**config.mk**
```make
export PLATFORM = sky130hd
export DESIGN_NAME = tal_ram
export DESIGN_NICKNAME = d
export VERILOG_FILES = /design/src/hw/rtl/tal_ram.sv
export SDC_FILE = /design/constraint.sdc
export NUM_CORES = 1
export LEC_CHECK = 0
export BUFFER_PORTS_ARGS = -buffer_cell sky130_fd_sc_hd__buf_2
export CAP_MARGIN = 20
export CELL_PAD_IN_SITES_DETAIL_PLACEMENT = 1
export CELL_PAD_IN_SITES_GLOBAL_PLACEMENT = 2
export CORE_MARGIN = 1.5
export CORE_UTILIZATION = 43
export CTS_BUF_LIST = sky130_fd_sc_hd__clkbuf_16
export CTS_CLUSTER_SIZE = 30
export DETAILED_ROUTE_END_ITERATION = 12
export PLACE_DENSITY = 0.72
export SKIP_CTS_REPAIR_TIMING = 1
export SYNTH_ARGS = -nofsm -noshare
export SYNTH_HDL_FRONTEND = slang
export SYNTH_SLANG_ARGS = --single-unit
export TNS_END_PERCENT = 5
```
**constraint.sdc**
```tcl
create_clock -name clk -period 1.7 [get_ports clk]
set_clock_uncertainty 0.05 [all_clocks]
set_input_delay 0.085 -clock clk [delete_from_list [all_inputs] [get_ports clk]]
set_output_delay 0.085 -clock clk [all_outputs]
set_load 0.01 [all_outputs]
```
**src/hw/rtl/tal_ram.sv**
```systemverilog
// generic single port ram with registered read
// no dependencies
module tal_ram #(
	parameter int Width = 8,
	parameter int Depth = 16
) (
	input  logic                     clk,
	input  logic                     we,
	input  logic [$clog2(Depth)-1:0] addr,
	input  logic [Width-1:0]         wdata,
	output logic [Width-1:0]         rdata
);
	logic [Width-1:0] mem [Depth];
	always_ff @(posedge clk) begin
		if (we) mem[addr] <= wdata;
		rdata <= mem[addr];
	end
endmodule

```
==> impl_metrics.toml <==
[status]
status = "finished clean"

[grt]
grt_start_max_net_pins = 27
grt_first_pass_wirelength_mm = 16.3
grt_pass1_vias = 2670
grt-ovfl-total = 0
grtUsageTotal_pct = 18.7
antenna_found_initial = 0

[power]
power_mw = 7.81
p_per_area_nw_per_um2 = 1260
p_leak_nw = 2.11
vdd_drop_max_mv = 0.717

[worst_hold_path]
whs_path_depth = 1
worstHoldStart = "wdata[1]"
hold_path.class = "input pin to flip-flop"

[job]
cap_violations = 0

[floorplan]
die_area_sq_um = 12400
ios = 22
rows = 39
start_util_pct = 44.2
core-area_sq_um = 11500
dieWidth_microns = 112
die_h_microns = 112

[sta]
setup_viol = 0
finalMaxSlewViolations = 0
fin_crit_sh_pct = 82.1
finalSetupTns_ps = 0
max_freq_ghz = 0.717
period_needed_ps = 1400
tightest_slew_ps = 877
hold_viol = 0
relSlewSlack_pct = 41.4
rsz0062_at_grt = "no"

[synth]
synth_cell_type_count = 18
synth_mux_area_share_pct = 14.2
ys_ff_latch = 136
syn_inst = 230
synth-compound-area-share_pct = 2.37
synthSimpleGateAreaFrac_pct = 3.21
synth-adder-area-share_pct = 0
synth_top_family_by_area = "multiplexers"
syn-cell-area_sq_um = 5070
ys_seq_area_share_pct = 79.0
post_synth.cell_area_avg_sq_um = 22.0
syn-num-nets = 244
synth-warning-count = 0
synthXorXnorAreaFrac_pct = 0

[finish]
antennaDiodeCount = 0
drive_gt1_share_pct = 36.2
area_growth_pct = 22.1
finalNonFillerCells = 447
nets = 305
fin_util_pct = 54.0

[drt]
drcViolationCount = 0
viasPerCell = 5.43
vias = 2426
wirelength_mm = 10.6
drt_iter0_drc = 194
ant_nets = 0
routedWlPerCell_microns = 23.7
drt_pass1_iterations = 4

[clock_tree]
ctsHtreeMaxLevel = 4
worstSkewPairLatency_ps = 410
clock_path_buffers = 2
cts_buffers = 17
clock-sinks = 136
root_buffer = "clkbuf_16"
tritoncts = "built"
clk_pin_slew_ps = 50

[placement]
io_buffers = 21
gp_congestion = 0.726
dp_hpwl_mm = 6.97
dp_cells = 415

[worst_setup_path]
r2r-start = "mem[11][1]$_DFFE_PP_"
cp_max_fo = 1
cp.required_ps = 1930
crit_type = "flip-flop to flip-flop"
cp_data_arrival_time_ps = 1630
end_kind = "flip-flop"
crit_start = "mem[11][1]$_DFFE_PP_"
worst_setup_path_start_kind = "flip-flop"
r2r_cells = 3
Yosys cell counts:
cell      number  area share (%)
and2_1         1            0.12
buf_2          2            0.20
mux4_2        32              14
nor3_1         4            0.40
or3b_2         1            0.17
nor2_1        13            0.96
buf_6          2            0.44
nor2b_1        2            0.25
dfxtp_1        8             3.2
clkbuf_2       1           0.099
edfxtp_1     128              76
nand3_1        1           0.099
a22oi_1       16             2.4
nand2_1        9            0.67
nand3b_1       2            0.30
nand2b_1       2            0.25
clkbuf_1       2            0.15
buf_1          4            0.30
cell families after synthesis:
| kind of cell | count (synthesis) |
|---|---|
| simple gates | 35 |
| compound gates | 16 |
| flops | 136 |
| buf+inv | 11 |
| mux | 32 |
final cells by class:
class / instances / area [sq um]
multi-input combinational: 83 / 1000
clock buffer: 17 / 425
fill: 1006 / 5280
sequential: 136 / 4000
timing repair buffer: 53 / 408
tap: 143 / 179
clock inverter: 15 / 168
flip-flops by register name, indices dropped and copies added, names as in the netlist:
name / cells
rdata: 8
mem: 128
worst paths after layout:
check,end,slack (ps)
min reg2reg,rdata[4]$_DFF_P_,650
min,mem[5][1]$_DFFE_PP_,10
max,rdata[1]$_DFF_P_,300
max reg2reg,rdata[1]$_DFF_P_,300
layer usage:
| layer | up-vias | share of wire [%] | GRT usage [%] |
|---|---|---|---|
| met2 | 49 | 51 | 30.1 |
| met5 | - | 0 | 0 |
| met1 | 1278 | 44 | 24.4 |
| met4 | 0 | 1.6 | 7.00 |
| li1 | 1085 | - | - |
| met3 | 14 | 3.2 | 5.33 |
worst max-delay path: stages (launching register included):
cell	delay (ps)
edfxtp_1	360
mux4_2	470
a22oi_1	280
nand2_1	110
through the flow:
stage / hold slack [ps] / worst slack [ps] / cell area (sq um)
after global placement: 427 / 38.8 / 5590
after floorplan: 134 / 72.0 / 5070
final: 13.5 / 305 / 6190
after CTS: -10.8 / 261 / 6190
after detailed placement: 428 / 28.9 / 5590
after global routing: 6.65 / 242 / 6190
where the power goes:
part | internal (mW) | leakage, nW | switching, mW | total [mW]
clock network | 2.40 | 0.298 | 1.25 | 3.65
registers | 3.75 | 1.22 | 0.0231 | 3.77
logic | 0.173 | 0.585 | 0.217 | 0.390
total | 6.32 | 2.11 | 1.49 | 7.81
placed cells by master, fill, tap and decap left out, drive strengths merged:
cell type / count
edfxtp: 128
clkinv: 7
nand3b: 2
a22oi: 16
nor3: 4
nor2b: 2
nand2b: 2
nor2: 13
dfxtp: 8
nand3: 1
nand2: 9
clkinvlp: 1
and2: 1
inv: 3
mux4: 32
clkbuf: 17
buf: 53
bufinv: 4
or3b: 1
Power figures use the tool's default switching activity.
